===== config.mk =====
export PLATFORM = sky130hd
export DESIGN_NAME = nor_flash_command_sequencer_flat
export DESIGN_NICKNAME = d
export VERILOG_FILES = /design/src/rtl/nfcs_pkg.sv /design/src/rtl/nfcs_if.sv /design/src/rtl/nfcs_front.sv /design/src/rtl/nfcs_queue.sv /design/src/rtl/nfcs_back.sv /design/src/rtl/nor_flash_command_sequencer.sv /design/src/flat_wrapper.sv
export SDC_FILE = /design/constraint.sdc
export NUM_CORES = 1
export LEC_CHECK = 0
export BUFFER_PORTS_ARGS = -buffer_cell sky130_fd_sc_hd__buf_2
export CAP_MARGIN = 20
export CORE_MARGIN = 2
export CORE_UTILIZATION = 45
export CTS_CLUSTER_SIZE = 30
export DETAILED_ROUTE_END_ITERATION = 7
export SKIP_LAST_GASP = 1
export SYNTH_ARGS = -nofsm -noshare
export SYNTH_HDL_FRONTEND = slang
export SYNTH_HIERARCHICAL = 1
export SYNTH_SLANG_ARGS = --single-unit

===== constraint.sdc =====
create_clock -name clk -period 4.6 [get_ports clk]
set_input_delay 0.92 -clock clk [delete_from_list [all_inputs] [get_ports clk]]
set_output_delay 0.92 -clock clk [all_outputs]
set_load 0.03 [all_outputs]

===== src/rtl/nfcs_pkg.sv =====
// Shared types, codes and flash command constants for the NOR flash command sequencer.
package nfcs_pkg;

  localparam int ADDR_W = 19;
  localparam int DATA_W = 8;
  localparam int KIND_W = 3;
  localparam int CK_W   = 2;
  localparam int ST_W   = 2;
  localparam int SZ_W   = 2;
  localparam int OP_W   = 3;
  localparam int STEP_W = 3;

  typedef logic [ADDR_W-1:0] addr_t;
  typedef logic [DATA_W-1:0] byte_t;
  typedef logic [KIND_W-1:0] kind_t;
  typedef logic [CK_W-1:0]   cyc_kind_t;
  typedef logic [ST_W-1:0]   status_t;
  typedef logic [SZ_W-1:0]   size_t;
  typedef logic [OP_W-1:0]   op_t;
  typedef logic [STEP_W-1:0] step_t;

  // input item kinds
  localparam kind_t KIND_IDENT        = 3'd0;
  localparam kind_t KIND_ERASE_CHIP   = 3'd1;
  localparam kind_t KIND_ERASE_SECTOR = 3'd2;
  localparam kind_t KIND_PROGRAM      = 3'd3;
  localparam kind_t KIND_READ_DATA    = 3'd4;

  // result cycle kinds
  localparam cyc_kind_t CK_WRITE = 2'd0;
  localparam cyc_kind_t CK_READ  = 2'd1;
  localparam cyc_kind_t CK_DONE  = 2'd2;

  // finish status
  localparam status_t ST_OK        = 2'd0;
  localparam status_t ST_BAD_MAKER = 2'd1;
  localparam status_t ST_BUSY      = 2'd2;

  // size codes
  localparam size_t SZ_UNKNOWN = 2'd0;
  localparam size_t SZ_128K    = 2'd1;
  localparam size_t SZ_256K    = 2'd2;
  localparam size_t SZ_512K    = 2'd3;

  // bus addresses
  localparam addr_t ADDR_UNLOCK1 = 19'h05555;
  localparam addr_t ADDR_UNLOCK2 = 19'h02AAA;
  localparam addr_t ADDR_MAKER   = 19'h00000;
  localparam addr_t ADDR_DEVICE  = 19'h00001;

  // command bytes
  localparam byte_t CMD_UNLOCK1      = 8'hAA;
  localparam byte_t CMD_UNLOCK2      = 8'h55;
  localparam byte_t CMD_ID_ENTRY     = 8'h90;
  localparam byte_t CMD_ERASE_SETUP  = 8'h80;
  localparam byte_t CMD_CHIP_ERASE   = 8'h10;
  localparam byte_t CMD_SECTOR_ERASE = 8'h30;
  localparam byte_t CMD_PROGRAM      = 8'hA0;
  localparam byte_t CMD_ID_EXIT      = 8'hF0;

  localparam byte_t MAKER_EXPECTED = 8'hBF;
  localparam byte_t DEV_128K       = 8'hB5;
  localparam byte_t DEV_256K       = 8'hB6;
  localparam byte_t DEV_512K       = 8'hB7;
  localparam int    TOGGLE_BIT     = 6;

  // jobs passed from the front to the back
  localparam op_t OP_IDENT   = 3'd0;
  localparam op_t OP_ERASE   = 3'd1;
  localparam op_t OP_PROGRAM = 3'd2;
  localparam op_t OP_READ    = 3'd3;
  localparam op_t OP_ID_DONE = 3'd4;
  localparam op_t OP_DONE    = 3'd5;

  typedef struct packed {
    op_t     op;
    addr_t   addr;
    byte_t   data;    // command byte, program byte or device ID
    status_t status;
    size_t   size;
  } job_t;

  typedef struct packed {
    logic valid;
    job_t job;
  } q2b_t;

  typedef struct packed {
    cyc_kind_t cycle_kind;
    addr_t     bus_address;
    byte_t     bus_data;
    status_t   status;
    byte_t     part_id;
    size_t     size_code;
    logic      last;
  } res_t;

endpackage


===== src/rtl/nfcs_if.sv =====
// Command and result channel interfaces of the NOR flash command sequencer.
interface nfcs_cmd_if;
  logic            valid;
  logic            ready;
  nfcs_pkg::kind_t kind;
  nfcs_pkg::addr_t address;
  nfcs_pkg::byte_t data;

  modport source (output valid, kind, address, data, input ready);
  modport sink (input valid, kind, address, data, output ready);
endinterface

interface nfcs_res_if;
  logic                valid;
  logic                ready;
  nfcs_pkg::cyc_kind_t cycle_kind;
  nfcs_pkg::addr_t     bus_address;
  nfcs_pkg::byte_t     bus_data;
  nfcs_pkg::status_t   status;
  nfcs_pkg::byte_t     part_id;
  nfcs_pkg::size_t     size_code;
  logic                last;

  modport source (output valid, cycle_kind, bus_address, bus_data, status, part_id,
                  size_code, last, input ready);
  modport sink (input valid, cycle_kind, bus_address, bus_data, status, part_id,
                size_code, last, output ready);
endinterface


===== src/rtl/nfcs_front.sv =====
// Front end: accepts commands and read data, tracks the command phase, issues jobs.
module nfcs_front (
  input  logic            clk,
  input  logic            rst_n,
  nfcs_cmd_if.sink        cmd,
  input  logic            full_i,
  output logic            push_o,
  output nfcs_pkg::job_t  job_o
);

  localparam logic [1:0] PH_IDLE   = 2'd0;
  localparam logic [1:0] PH_MAKER  = 2'd1;
  localparam logic [1:0] PH_DEVICE = 2'd2;
  localparam logic [1:0] PH_POLL   = 2'd3;

  logic [1:0]      phase_r, phase_nxt;
  nfcs_pkg::addr_t poll_address_r, poll_address_nxt;
  logic            last_toggle_bit_r, last_toggle_bit_nxt;
  logic            first_poll_pending_r, first_poll_pending_nxt;
  nfcs_pkg::byte_t maker_id_r, maker_id_nxt;

  logic            accept;
  logic            push_c;
  nfcs_pkg::job_t  job_c;
  nfcs_pkg::size_t size_c;
  logic            tbit;

  assign cmd.ready = !full_i;
  assign accept    = cmd.valid && !full_i;
  assign tbit      = cmd.data[nfcs_pkg::TOGGLE_BIT];

  always_comb begin
    unique case (cmd.data)
      nfcs_pkg::DEV_128K: size_c = nfcs_pkg::SZ_128K;
      nfcs_pkg::DEV_256K: size_c = nfcs_pkg::SZ_256K;
      nfcs_pkg::DEV_512K: size_c = nfcs_pkg::SZ_512K;
      default:            size_c = nfcs_pkg::SZ_UNKNOWN;
    endcase
  end

  always_comb begin
    phase_nxt              = phase_r;
    poll_address_nxt       = poll_address_r;
    last_toggle_bit_nxt    = last_toggle_bit_r;
    first_poll_pending_nxt = first_poll_pending_r;
    maker_id_nxt           = maker_id_r;
    push_c                 = 1'b0;
    job_c                  = '0;
    if (accept) begin
      if (cmd.kind <= nfcs_pkg::KIND_PROGRAM && phase_r != PH_IDLE) begin
        // reject while busy, leave the state alone
        push_c       = 1'b1;
        job_c.op     = nfcs_pkg::OP_DONE;
        job_c.status = nfcs_pkg::ST_BUSY;
      end else begin
        unique case (cmd.kind) inside
          nfcs_pkg::KIND_IDENT: begin
            push_c    = 1'b1;
            job_c.op  = nfcs_pkg::OP_IDENT;
            phase_nxt = PH_MAKER;
          end
          nfcs_pkg::KIND_ERASE_CHIP, nfcs_pkg::KIND_ERASE_SECTOR: begin
            push_c     = 1'b1;
            job_c.op   = nfcs_pkg::OP_ERASE;
            job_c.addr = (cmd.kind == nfcs_pkg::KIND_ERASE_CHIP) ?
                         nfcs_pkg::ADDR_UNLOCK1 : cmd.address;
            job_c.data = (cmd.kind == nfcs_pkg::KIND_ERASE_CHIP) ?
                         nfcs_pkg::CMD_CHIP_ERASE : nfcs_pkg::CMD_SECTOR_ERASE;
            poll_address_nxt       = job_c.addr;
            first_poll_pending_nxt = 1'b1;
            last_toggle_bit_nxt    = 1'b0;
            phase_nxt              = PH_POLL;
          end
          nfcs_pkg::KIND_PROGRAM: begin
            push_c                 = 1'b1;
            job_c.op               = nfcs_pkg::OP_PROGRAM;
            job_c.addr             = cmd.address;
            job_c.data             = cmd.data;
            poll_address_nxt       = cmd.address;
            first_poll_pending_nxt = 1'b1;
            last_toggle_bit_nxt    = 1'b0;
            phase_nxt              = PH_POLL;
          end
          nfcs_pkg::KIND_READ_DATA: begin
            unique case (phase_r)
              PH_MAKER: begin
                maker_id_nxt = cmd.data;
                push_c       = 1'b1;
                job_c.op     = nfcs_pkg::OP_READ;
                job_c.addr   = nfcs_pkg::ADDR_DEVICE;
                phase_nxt    = PH_DEVICE;
              end
              PH_DEVICE: begin
                push_c    = 1'b1;
                job_c.op  = nfcs_pkg::OP_ID_DONE;
                phase_nxt = PH_IDLE;
                if (maker_id_r != nfcs_pkg::MAKER_EXPECTED) begin
                  job_c.status = nfcs_pkg::ST_BAD_MAKER;
                end else begin
                  job_c.data = cmd.data;
                  job_c.size = size_c;
                end
              end
              PH_POLL: begin
                push_c = 1'b1;
                if (first_poll_pending_r || tbit != last_toggle_bit_r) begin
                  first_poll_pending_nxt = 1'b0;
                  last_toggle_bit_nxt    = tbit;
                  job_c.op               = nfcs_pkg::OP_READ;
                  job_c.addr             = poll_address_r;
                end else begin
                  job_c.op  = nfcs_pkg::OP_DONE;
                  phase_nxt = PH_IDLE;
                end
              end
              default: ;
            endcase
          end
          default: ;
        endcase
      end
    end
  end

  always_ff @(posedge clk) begin
    if (!rst_n) begin
      phase_r              <= PH_IDLE;
      poll_address_r       <= '0;
      last_toggle_bit_r    <= 1'b0;
      first_poll_pending_r <= 1'b0;
      maker_id_r           <= '0;
    end else begin
      phase_r              <= phase_nxt;
      poll_address_r       <= poll_address_nxt;
      last_toggle_bit_r    <= last_toggle_bit_nxt;
      first_poll_pending_r <= first_poll_pending_nxt;
      maker_id_r           <= maker_id_nxt;
    end
  end

  assign push_o = push_c;
  assign job_o  = job_c;

`ifndef SYNTHESIS
  a_first_poll_in_poll: assert property (@(posedge clk) disable iff (!rst_n)
    first_poll_pending_r |-> phase_r == PH_POLL)
    else $error("first poll pending outside the polling phase");
`endif

endmodule


===== src/rtl/nfcs_queue.sv =====
// Job queue between the front end and the bus cycle sequencer.
module nfcs_queue #(
  parameter int DEPTH = 4
) (
  input  logic           clk,
  input  logic           rst_n,
  input  logic           push_i,
  input  nfcs_pkg::job_t job_i,
  output logic           full_o,
  output nfcs_pkg::q2b_t head_o,
  input  logic           pop_i
);

  localparam int PTR_W = (DEPTH > 1) ? $clog2(DEPTH) : 1;
  localparam int CNT_W = $clog2(DEPTH + 1);

  nfcs_pkg::job_t   mem_r [DEPTH];
  logic [PTR_W-1:0] wr_ptr_r, rd_ptr_r;
  logic [CNT_W-1:0] count_r;

  assign full_o       = (count_r == CNT_W'(DEPTH));
  assign head_o.valid = (count_r != '0);
  assign head_o.job   = mem_r[rd_ptr_r];

  always_ff @(posedge clk) begin
    if (push_i) begin
      mem_r[wr_ptr_r] <= job_i;
    end
  end

  always_ff @(posedge clk) begin
    if (!rst_n) begin
      wr_ptr_r <= '0;
      rd_ptr_r <= '0;
      count_r  <= '0;
    end else begin
      if (push_i) begin
        wr_ptr_r <= (wr_ptr_r == PTR_W'(DEPTH - 1)) ? '0 : wr_ptr_r + 1'b1;
      end
      if (pop_i) begin
        rd_ptr_r <= (rd_ptr_r == PTR_W'(DEPTH - 1)) ? '0 : rd_ptr_r + 1'b1;
      end
      count_r <= count_r + CNT_W'(push_i) - CNT_W'(pop_i);
    end
  end

`ifndef SYNTHESIS
  a_no_push_full: assert property (@(posedge clk) disable iff (!rst_n)
    push_i |-> !full_o)
    else $error("job pushed into a full queue");
  a_no_pop_empty: assert property (@(posedge clk) disable iff (!rst_n)
    pop_i |-> count_r != '0)
    else $error("job popped from an empty queue");
  a_count_track: assert property (@(posedge clk) disable iff (!rst_n)
    $past(rst_n) |-> count_r == $past(count_r) + CNT_W'($past(push_i))
                               - CNT_W'($past(pop_i)))
    else $error("queue fill count out of step with transfers");
`endif

endmodule


===== src/rtl/nfcs_back.sv =====
// Back end: expands each job into its bus cycles and finish result, one per clock unless the result channel stalls.
module nfcs_back (
  input  logic            clk,
  input  logic            rst_n,
  input  nfcs_pkg::q2b_t  head_i,
  output logic            pop_o,
  nfcs_res_if.source      res
);

  nfcs_pkg::step_t step_r;
  nfcs_pkg::res_t  res_r;
  logic            res_valid_r;
  nfcs_pkg::res_t  item;
  logic            advance;

  function automatic nfcs_pkg::res_t wr_item(nfcs_pkg::addr_t a, nfcs_pkg::byte_t d);
    nfcs_pkg::res_t r;
    r             = '0;
    r.cycle_kind  = nfcs_pkg::CK_WRITE;
    r.bus_address = a;
    r.bus_data    = d;
    return r;
  endfunction

  function automatic nfcs_pkg::res_t rd_item(nfcs_pkg::addr_t a);
    nfcs_pkg::res_t r;
    r             = '0;
    r.cycle_kind  = nfcs_pkg::CK_READ;
    r.bus_address = a;
    r.last        = 1'b1;
    return r;
  endfunction

  function automatic nfcs_pkg::res_t unlock_item(nfcs_pkg::step_t s);
    nfcs_pkg::res_t r;
    r = s[0] ? wr_item(nfcs_pkg::ADDR_UNLOCK2, nfcs_pkg::CMD_UNLOCK2)
             : wr_item(nfcs_pkg::ADDR_UNLOCK1, nfcs_pkg::CMD_UNLOCK1);
    return r;
  endfunction

  // result for the current step of the job at the queue head
  always_comb begin
    item = '0;
    unique case (head_i.job.op) inside
      nfcs_pkg::OP_IDENT: begin
        unique case (step_r) inside
          3'd0, 3'd1: item = unlock_item(step_r);
          3'd2:       item = wr_item(nfcs_pkg::ADDR_UNLOCK1, nfcs_pkg::CMD_ID_ENTRY);
          default:    item = rd_item(nfcs_pkg::ADDR_MAKER);
        endcase
      end
      nfcs_pkg::OP_ERASE: begin
        unique case (step_r) inside
          3'd0, 3'd1: item = unlock_item(step_r);
          3'd2:       item = wr_item(nfcs_pkg::ADDR_UNLOCK1, nfcs_pkg::CMD_ERASE_SETUP);
          3'd3:       item = unlock_item(3'd0);
          3'd4:       item = unlock_item(3'd1);
          3'd5:       item = wr_item(head_i.job.addr, head_i.job.data);
          default:    item = rd_item(head_i.job.addr);
        endcase
      end
      nfcs_pkg::OP_PROGRAM: begin
        unique case (step_r) inside
          3'd0, 3'd1: item = unlock_item(step_r);
          3'd2:       item = wr_item(nfcs_pkg::ADDR_UNLOCK1, nfcs_pkg::CMD_PROGRAM);
          3'd3:       item = wr_item(head_i.job.addr, head_i.job.data);
          default:    item = rd_item(head_i.job.addr);
        endcase
      end
      nfcs_pkg::OP_READ: item = rd_item(head_i.job.addr);
      nfcs_pkg::OP_ID_DONE, nfcs_pkg::OP_DONE: begin
        if (head_i.job.op == nfcs_pkg::OP_ID_DONE && step_r == '0) begin
          item = wr_item(nfcs_pkg::ADDR_UNLOCK1, nfcs_pkg::CMD_ID_EXIT);
        end else begin
          item.cycle_kind = nfcs_pkg::CK_DONE;
          item.status     = head_i.job.status;
          item.part_id    = head_i.job.data;
          item.size_code  = head_i.job.size;
          item.last       = 1'b1;
        end
      end
      default: item = '0;
    endcase
  end

  // load the output register when a job is waiting and the register is empty or being drained
  assign advance = head_i.valid && (!res_valid_r || res.ready);
  assign pop_o   = advance && item.last;

  always_ff @(posedge clk) begin
    if (!rst_n) begin
      res_valid_r <= 1'b0;
      step_r      <= '0;
    end else if (advance) begin
      res_valid_r <= 1'b1;
      step_r      <= item.last ? '0 : step_r + 3'd1;
    end else if (res.ready) begin
      res_valid_r <= 1'b0;
    end
  end

  always_ff @(posedge clk) begin
    if (advance) begin
      res_r <= item;
    end
  end

  assign res.valid       = res_valid_r;
  assign res.cycle_kind  = res_r.cycle_kind;
  assign res.bus_address = res_r.bus_address;
  assign res.bus_data    = res_r.bus_data;
  assign res.status      = res_r.status;
  assign res.part_id     = res_r.part_id;
  assign res.size_code   = res_r.size_code;
  assign res.last        = res_r.last;

`ifndef SYNTHESIS
  a_job_held_mid_sequence: assert property (@(posedge clk) disable iff (!rst_n)
    step_r != '0 |-> head_i.valid)
    else $error("job left the queue before its last cycle");
`endif

endmodule


===== src/rtl/nor_flash_command_sequencer.sv =====
// Top level of the parallel NOR flash command sequencer.
//
//   channel   dir  handshake          carries
//   in_cmd    in   valid / ready      kind, address, data (command or read data)
//   out_res   out  valid / ready      cycle_kind, bus_address, bus_data, status,
//                                     part_id, size_code, last
//
// One result leaves per clock while out_res is ready; a command expands into
// 1 to 7 results (identify 4, erase 7, program 5, poll read 1, identify
// finish 2, plain finish 1).
// The command port takes one transfer per clock while the job queue
// (QUEUE_DEPTH entries) has room; items that cause no result take no entry.
// Reset is synchronous and active low; it clears the phase tracking, the
// queue pointers and the output valid.
// A stalled out_res holds its result register and backs up the queue, which
// in turn drops in_cmd.ready when full.
module nor_flash_command_sequencer #(
  parameter int QUEUE_DEPTH = 4
) (
  input  logic       clk,
  input  logic       rst_n,
  nfcs_cmd_if.sink   in_cmd,
  nfcs_res_if.source out_res
);

  logic           push;
  logic           full;
  logic           pop;
  nfcs_pkg::job_t job;
  nfcs_pkg::q2b_t head;

  // classify each transfer and track the command phase
  nfcs_front u_front (
    .clk    (clk),
    .rst_n  (rst_n),
    .cmd    (in_cmd),
    .full_i (full),
    .push_o (push),
    .job_o  (job)
  );

  // decouple the front end from the bus cycle sequencer
  nfcs_queue #(
    .DEPTH (QUEUE_DEPTH)
  ) u_queue (
    .clk    (clk),
    .rst_n  (rst_n),
    .push_i (push),
    .job_i  (job),
    .full_o (full),
    .head_o (head),
    .pop_i  (pop)
  );

  // expand jobs into unlock writes, command writes, reads and finishes
  nfcs_back u_back (
    .clk    (clk),
    .rst_n  (rst_n),
    .head_i (head),
    .pop_o  (pop),
    .res    (out_res)
  );

endmodule

===== src/flat_wrapper.sv =====
// flat-port wrapper written by rule: the top's interface ports become plain ports
module nor_flash_command_sequencer_flat 
#(
  parameter int QUEUE_DEPTH = 4
)
  (clk, rst_n, in_cmd_valid, in_cmd_kind, in_cmd_address, in_cmd_data, in_cmd_ready, out_res_valid, out_res_cycle_kind, out_res_bus_address, out_res_bus_data, out_res_status, out_res_part_id, out_res_size_code, out_res_last, out_res_ready);
  nfcs_cmd_if in_cmd_i ();
  nfcs_res_if out_res_i ();
  input  logic clk;
  input  logic rst_n;
  input wire logic [$bits(in_cmd_i.valid)-1:0] in_cmd_valid;
  input wire logic [$bits(in_cmd_i.kind)-1:0] in_cmd_kind;
  input wire logic [$bits(in_cmd_i.address)-1:0] in_cmd_address;
  input wire logic [$bits(in_cmd_i.data)-1:0] in_cmd_data;
  output wire logic [$bits(in_cmd_i.ready)-1:0] in_cmd_ready;
  output wire logic [$bits(out_res_i.valid)-1:0] out_res_valid;
  output wire logic [$bits(out_res_i.cycle_kind)-1:0] out_res_cycle_kind;
  output wire logic [$bits(out_res_i.bus_address)-1:0] out_res_bus_address;
  output wire logic [$bits(out_res_i.bus_data)-1:0] out_res_bus_data;
  output wire logic [$bits(out_res_i.status)-1:0] out_res_status;
  output wire logic [$bits(out_res_i.part_id)-1:0] out_res_part_id;
  output wire logic [$bits(out_res_i.size_code)-1:0] out_res_size_code;
  output wire logic [$bits(out_res_i.last)-1:0] out_res_last;
  input wire logic [$bits(out_res_i.ready)-1:0] out_res_ready;
  assign in_cmd_i.valid = in_cmd_valid;
  assign in_cmd_i.kind = in_cmd_kind;
  assign in_cmd_i.address = in_cmd_address;
  assign in_cmd_i.data = in_cmd_data;
  assign in_cmd_ready = in_cmd_i.ready;
  assign out_res_valid = out_res_i.valid;
  assign out_res_cycle_kind = out_res_i.cycle_kind;
  assign out_res_bus_address = out_res_i.bus_address;
  assign out_res_bus_data = out_res_i.bus_data;
  assign out_res_status = out_res_i.status;
  assign out_res_part_id = out_res_i.part_id;
  assign out_res_size_code = out_res_i.size_code;
  assign out_res_last = out_res_i.last;
  assign out_res_i.ready = out_res_ready;
  nor_flash_command_sequencer #(.QUEUE_DEPTH(QUEUE_DEPTH)) u_core (.clk(clk), .rst_n(rst_n), .in_cmd(in_cmd_i), .out_res(out_res_i));
endmodule

==> summary.txt <==
Worst setup path
  – Class of the most critical setup path: reg2reg
  – Number of cells traversed by the worst register-to-register path: 12
  – Crit path max fanout: 14
  – Setup crit end kind: flop
  – CP Launch Type: flop
  – Launch point of the worst reg-to-reg path: u_core/u_back/step_r[0]
  – End of the worst register-to-register path: u_core/u_queue/count_r[2]
  – Reg-to-reg slack, setup: 0.64 ns
  – Arrival time at the worst endpoint: 4.36 ns
  – CP Data Required Time: 5.00 ns
  – Worst setup startpoint: u_core/u_back/step_r[0]

Yosys
  – Combinational family with the most area after synthesis: simple AND/OR/NAND/NOR gates
  – Post-synthesis cell type with the largest combined area: sky130_fd_sc_hd__edfxtp_1
  – Area of the mapped netlist: 0.00984 mm2
  – Part of the Yosys area used for sequential elements: 0.633
  – Synthesized Nets: roughly 740
  – Share of the synthesized area in compound gates (AO/OA/AOI/OAI): 0.0937
  – Fraction of the mapped netlist area in adder cells: 0.0236
  – Main synth FF type: sky130_fd_sc_hd__edfxtp_1
  – Synthesized area divided by synthesized cell count: 14.4 um2
  – Post-synthesis cell count: ~690
  – Number of warnings printed during yosys synthesis: 6
  – Leading post-synthesis cells by cell area: sky130_fd_sc_hd__edfxtp_1 54%, sky130_fd_sc_hd__dfxtp_1 8.9%, sky130_fd_sc_hd__mux4_2 6.9%
  – XOR/XNOR Fraction of Synth Area: 0.00331
  – Number of synthesized register bits: 222
  – Synthesized-area fraction occupied by and/or/nand/nor cells: 0.116
  – Post-synth top area share: 0.543
  – Number of different library cells in the post-synthesis netlist: between 70 and 80
  – Async set or reset register ratio after synthesis: 0
  – Number of enable-type register cells in the synthesized netlist: ~180
  – Proportion of synthesized area in mux cells: 0.0915

Clock tree
  – Clock transition at the register clock pins on the worst setup and hold paths after CTS: approximately 0.06 ns
  – # clock sinks: around 220
  – Post-CTS Repair Setup Buffers: 0
  – Later-pin clock latency in the skew report: about 0.52 ns
  – TritonCTS clock tree: yes
  – Number of buffers created by CTS: 24
  – Clock Tree Root: sky130_fd_sc_hd__clkbuf_16
  – Post-cts hold buffer count: 0
  – Number of gates resized after CTS: 0
  – Maximum count of clock buffers along a single path: 3
  – H-Tree Level Count: 1

Timing
  – Final hold violation count: 0
  – Min Tclk post-route: 3.96 ns
  – Top achievable clock speed: around 0.25 GHz
  – Rel. slew slack: 0.415
  – Max-slew violation count: 0
  – Post-route clock skew: between 0.01 and 0.015 ns
  – Final setup margin: 0.639 ns
  – Worst hold margin: ~0.45 ns
  – Number of setup violations in the final report: 0
  – Slew at the pin closest to its max-slew limit: approximately 0.88 ns
  – Share of the cycle needed by the critical path after routing: 0.861
  – Setup repair after global routing missed its margin: no
  – Accumulated negative setup slack: 0 ns

Power
  – Worst IR Drop VDD: 265 uV
  – Leakage power total: 4.04 nW
  – Pwr per Cell Area: between 500 and 600 mW/mm2

Die
  – Overall die area: 0.0231 mm2
  – Top-Level Pins: between 70 and 80
  – Initial core utilization: 0.455
  – Area of the core region: ~0.022 mm2
  – Die X-Extent: around 150 um
  – Std-Cell Rows: 54
  – Vertical die dimension: ~150 um

Run status
  – Run status: completed

Run
  – Max-cap violations: 0

Drt
  – Mean routed wirelength per cell: around 19 um
  – DR DRC count: 0
  – Vias/cell: between 5 and 6
  – Number of detailed-routing iterations run before antenna repair: 4
  – Post-DRT Antenna Nets: 0
  – DRT Wirelength: slightly below 20 mm
  – DRT iter0 DRCs: between 300 and 400
  – Total via count after detailed routing: a little under 6,000

Finish
  – Diodes inserted: 0
  – Final Non-Filler Cells: 1,059
  – Area overhead of the layout relative to synthesis: 13.1%
  – Fraction of final layout cells with drive strength greater than 1: 0.221
  – Final-stage net count: between 800 and 900

Place
  – Post-DP HPWL: around 13 mm
  – IO Port Bufs: 77
  – Placed cells: 1,015
  – GP Congestion: slightly above 0.8
  – Setup slack after placement: between 0.6 and 0.7 ns

GRT
  – Number of global-route vias before repair: slightly below 6,000
  – Global-route wire length before repair: roughly 32 mm
  – Maximum number of pins on one net before global-route repair: 46
  – Initial antenna violation count: 1
  – Remaining Overflow, GRT: 0
  – Total Routing Usage GR: 0.171

Hold path
  – Origin of the worst min-delay path: u_core/u_front/poll_address_r[1]
  – Cell count of the worst hold path: 2
  – Worst Hold Class: reg2reg
  – Hold Path End: u_core/u_front/poll_address_r[1]
==> worst max path at each step <==
stage                                      to  slack [ns]  cells after the start
global placement    u_core/u_queue/count_r[2]        0.78                     12
global route        u_core/u_queue/count_r[2]        0.38                     12
detailed placement  u_core/u_queue/count_r[2]        0.65                     12
finish              u_core/u_queue/count_r[2]        0.64                     12
CTS                 u_core/u_queue/count_r[2]        0.61                     12
floorplan           u_core/u_queue/count_r[2]        1.02                     10
==> final cells by class <==
| class | count | area (um2) |
|---|---|---|
| sequential | 222 | 6230 |
| inverter | 32 | 120 |
| clock buffer | 34 | 658 |
| fill | 1859 | 10500 |
| clock inverter | 10 | 78.8 |
| timing repair buffer | 88 | 468 |
| multi-input combinational | 393 | 3230 |
| tap | 280 | 350 |
==> worst max-delay path, cell delays in order (launching register included) <==
cell,delay (ns)
sky130_fd_sc_hd__dfxtp_1,0.65
sky130_fd_sc_hd__inv_1,0.16
sky130_fd_sc_hd__ha_1,0.40
sky130_fd_sc_hd__and2b_2,0.29
sky130_fd_sc_hd__a211oi_2,0.75
sky130_fd_sc_hd__a211o_4,0.22
sky130_fd_sc_hd__and2_1,0.20
sky130_fd_sc_hd__ha_1,0.15
sky130_fd_sc_hd__inv_1,0.04
sky130_fd_sc_hd__ha_1,0.18
sky130_fd_sc_hd__fa_1,0.38
sky130_fd_sc_hd__xor3_1,0.38
sky130_fd_sc_hd__nor2_1,0.04
==> synth_stat cells, types with 4 or more instances <==
| master | instances |
|---|---|
| sky130_fd_sc_hd__edfxtp_1 | 178 |
| sky130_fd_sc_hd__dfxtp_1 | 44 |
| sky130_fd_sc_hd__nor2_1 | 43 |
| sky130_fd_sc_hd__inv_1 | 32 |
| sky130_fd_sc_hd__nand2_1 | 32 |
| sky130_fd_sc_hd__and2_1 | 30 |
| sky130_fd_sc_hd__mux4_2 | 30 |
| sky130_fd_sc_hd__a21oi_1 | 27 |
| sky130_fd_sc_hd__nand3_1 | 22 |
| sky130_fd_sc_hd__ha_1 | 17 |
| sky130_fd_sc_hd__clkbuf_1 | 16 |
| sky130_fd_sc_hd__nor3_1 | 15 |
| sky130_fd_sc_hd__nor2b_1 | 14 |
| sky130_fd_sc_hd__nand2b_1 | 13 |
| sky130_fd_sc_hd__a21boi_1 | 12 |
| sky130_fd_sc_hd__mux2i_1 | 12 |
| sky130_fd_sc_hd__a21o_1 | 11 |
| sky130_fd_sc_hd__a22oi_1 | 11 |
| sky130_fd_sc_hd__buf_2 | 10 |
| sky130_fd_sc_hd__nor3b_1 | 10 |
| sky130_fd_sc_hd__o211ai_1 | 10 |
| sky130_fd_sc_hd__buf_6 | 6 |
| sky130_fd_sc_hd__o21ai_1 | 5 |
| sky130_fd_sc_hd__o21bai_1 | 5 |
| sky130_fd_sc_hd__mux4_1 | 4 |
| sky130_fd_sc_hd__o221ai_1 | 4 |
==> cells in the final DEF, fill, tap and decap left out, types with 5 or more instances in the layout <==
cell type / netlist / final
sky130_fd_sc_hd__clkbuf_16: 0 / 24
sky130_fd_sc_hd__a21oi_1: 27 / 27
sky130_fd_sc_hd__edfxtp_1: 178 / 178
sky130_fd_sc_hd__buf_4: 0 / 11
sky130_fd_sc_hd__o21bai_1: 5 / 5
sky130_fd_sc_hd__nand2b_1: 13 / 13
sky130_fd_sc_hd__nor2_1: 43 / 43
sky130_fd_sc_hd__mux4_2: 30 / 30
sky130_fd_sc_hd__clkbuf_1: 16 / 8
sky130_fd_sc_hd__inv_1: 32 / 31
sky130_fd_sc_hd__nor3_1: 15 / 15
sky130_fd_sc_hd__o21ai_1: 5 / 5
sky130_fd_sc_hd__buf_2: 10 / 77
sky130_fd_sc_hd__nand3_1: 22 / 22
sky130_fd_sc_hd__a22oi_1: 11 / 11
sky130_fd_sc_hd__a21boi_1: 12 / 12
sky130_fd_sc_hd__nor2b_1: 14 / 14
sky130_fd_sc_hd__a21o_1: 11 / 11
sky130_fd_sc_hd__clkinv_1: 0 / 7
sky130_fd_sc_hd__dfxtp_1: 44 / 43
sky130_fd_sc_hd__mux2i_1: 12 / 12
sky130_fd_sc_hd__nor3b_1: 10 / 10
sky130_fd_sc_hd__nand2_1: 32 / 32
sky130_fd_sc_hd__and2_1: 30 / 30
sky130_fd_sc_hd__o211ai_1: 10 / 10
sky130_fd_sc_hd__ha_1: 17 / 17
==> through the flow <==
stage	power (W)	util	cell area, um2
after detailed placement	0.00477	0.481	10400
after global routing	0.00682	0.515	11100
after global placement	0.00474	0.481	10400
after CTS	0.00656	0.515	11100
after floorplan	0.00435	-	9840
final	0.00648	0.515	11100
==> logic make-up after synthesis <==
| group | count (synthesis) |
|---|---|
| xor+xnor | 2 |
| mux | 46 |
| compound gates | 120 |
| fa+ha+maj | 18 |
| buf+inv | 70 |
| simple gates | 207 |
| flops | 222 |
==> report_power, final <==
group / leakage [nW] / switching, W / internal, W / total (W)
Sequential: 2.06 / 0.0000963 / 0.00260 / 0.00269
Clock: 0.358 / 0.000728 / 0.00105 / 0.00178
Combinational: 1.62 / 0.00130 / 0.000710 / 0.00201
==> state kept, by name, indices dropped and copies added, names as in the netlist, 3 cells and up, named ones only <==
name / flops
u_core/u_back/step_r: 3
u_core/u_queue/mem_r: 136
u_core/u_queue/count_r: 3
u_core/u_front/poll_address_r: 19
u_core/u_back/res.part_id: 8
u_core/u_front/maker_id_r: 8
u_core/u_back/res.bus_data: 8
u_core/u_back/res.bus_address: 19
==> routing by layer <==
metal / wire, um / vias up / GRT usage
met2: 9160 / 171 / 0.278
met3: 1060 / 30 / 0.0265
met5: 0 / - / 0
met4: 367 / 0 / 0.0467
li1: - / 2747 / -
met1: 9030 / 2856 / 0.241
(Power assumes the default switching activity.)
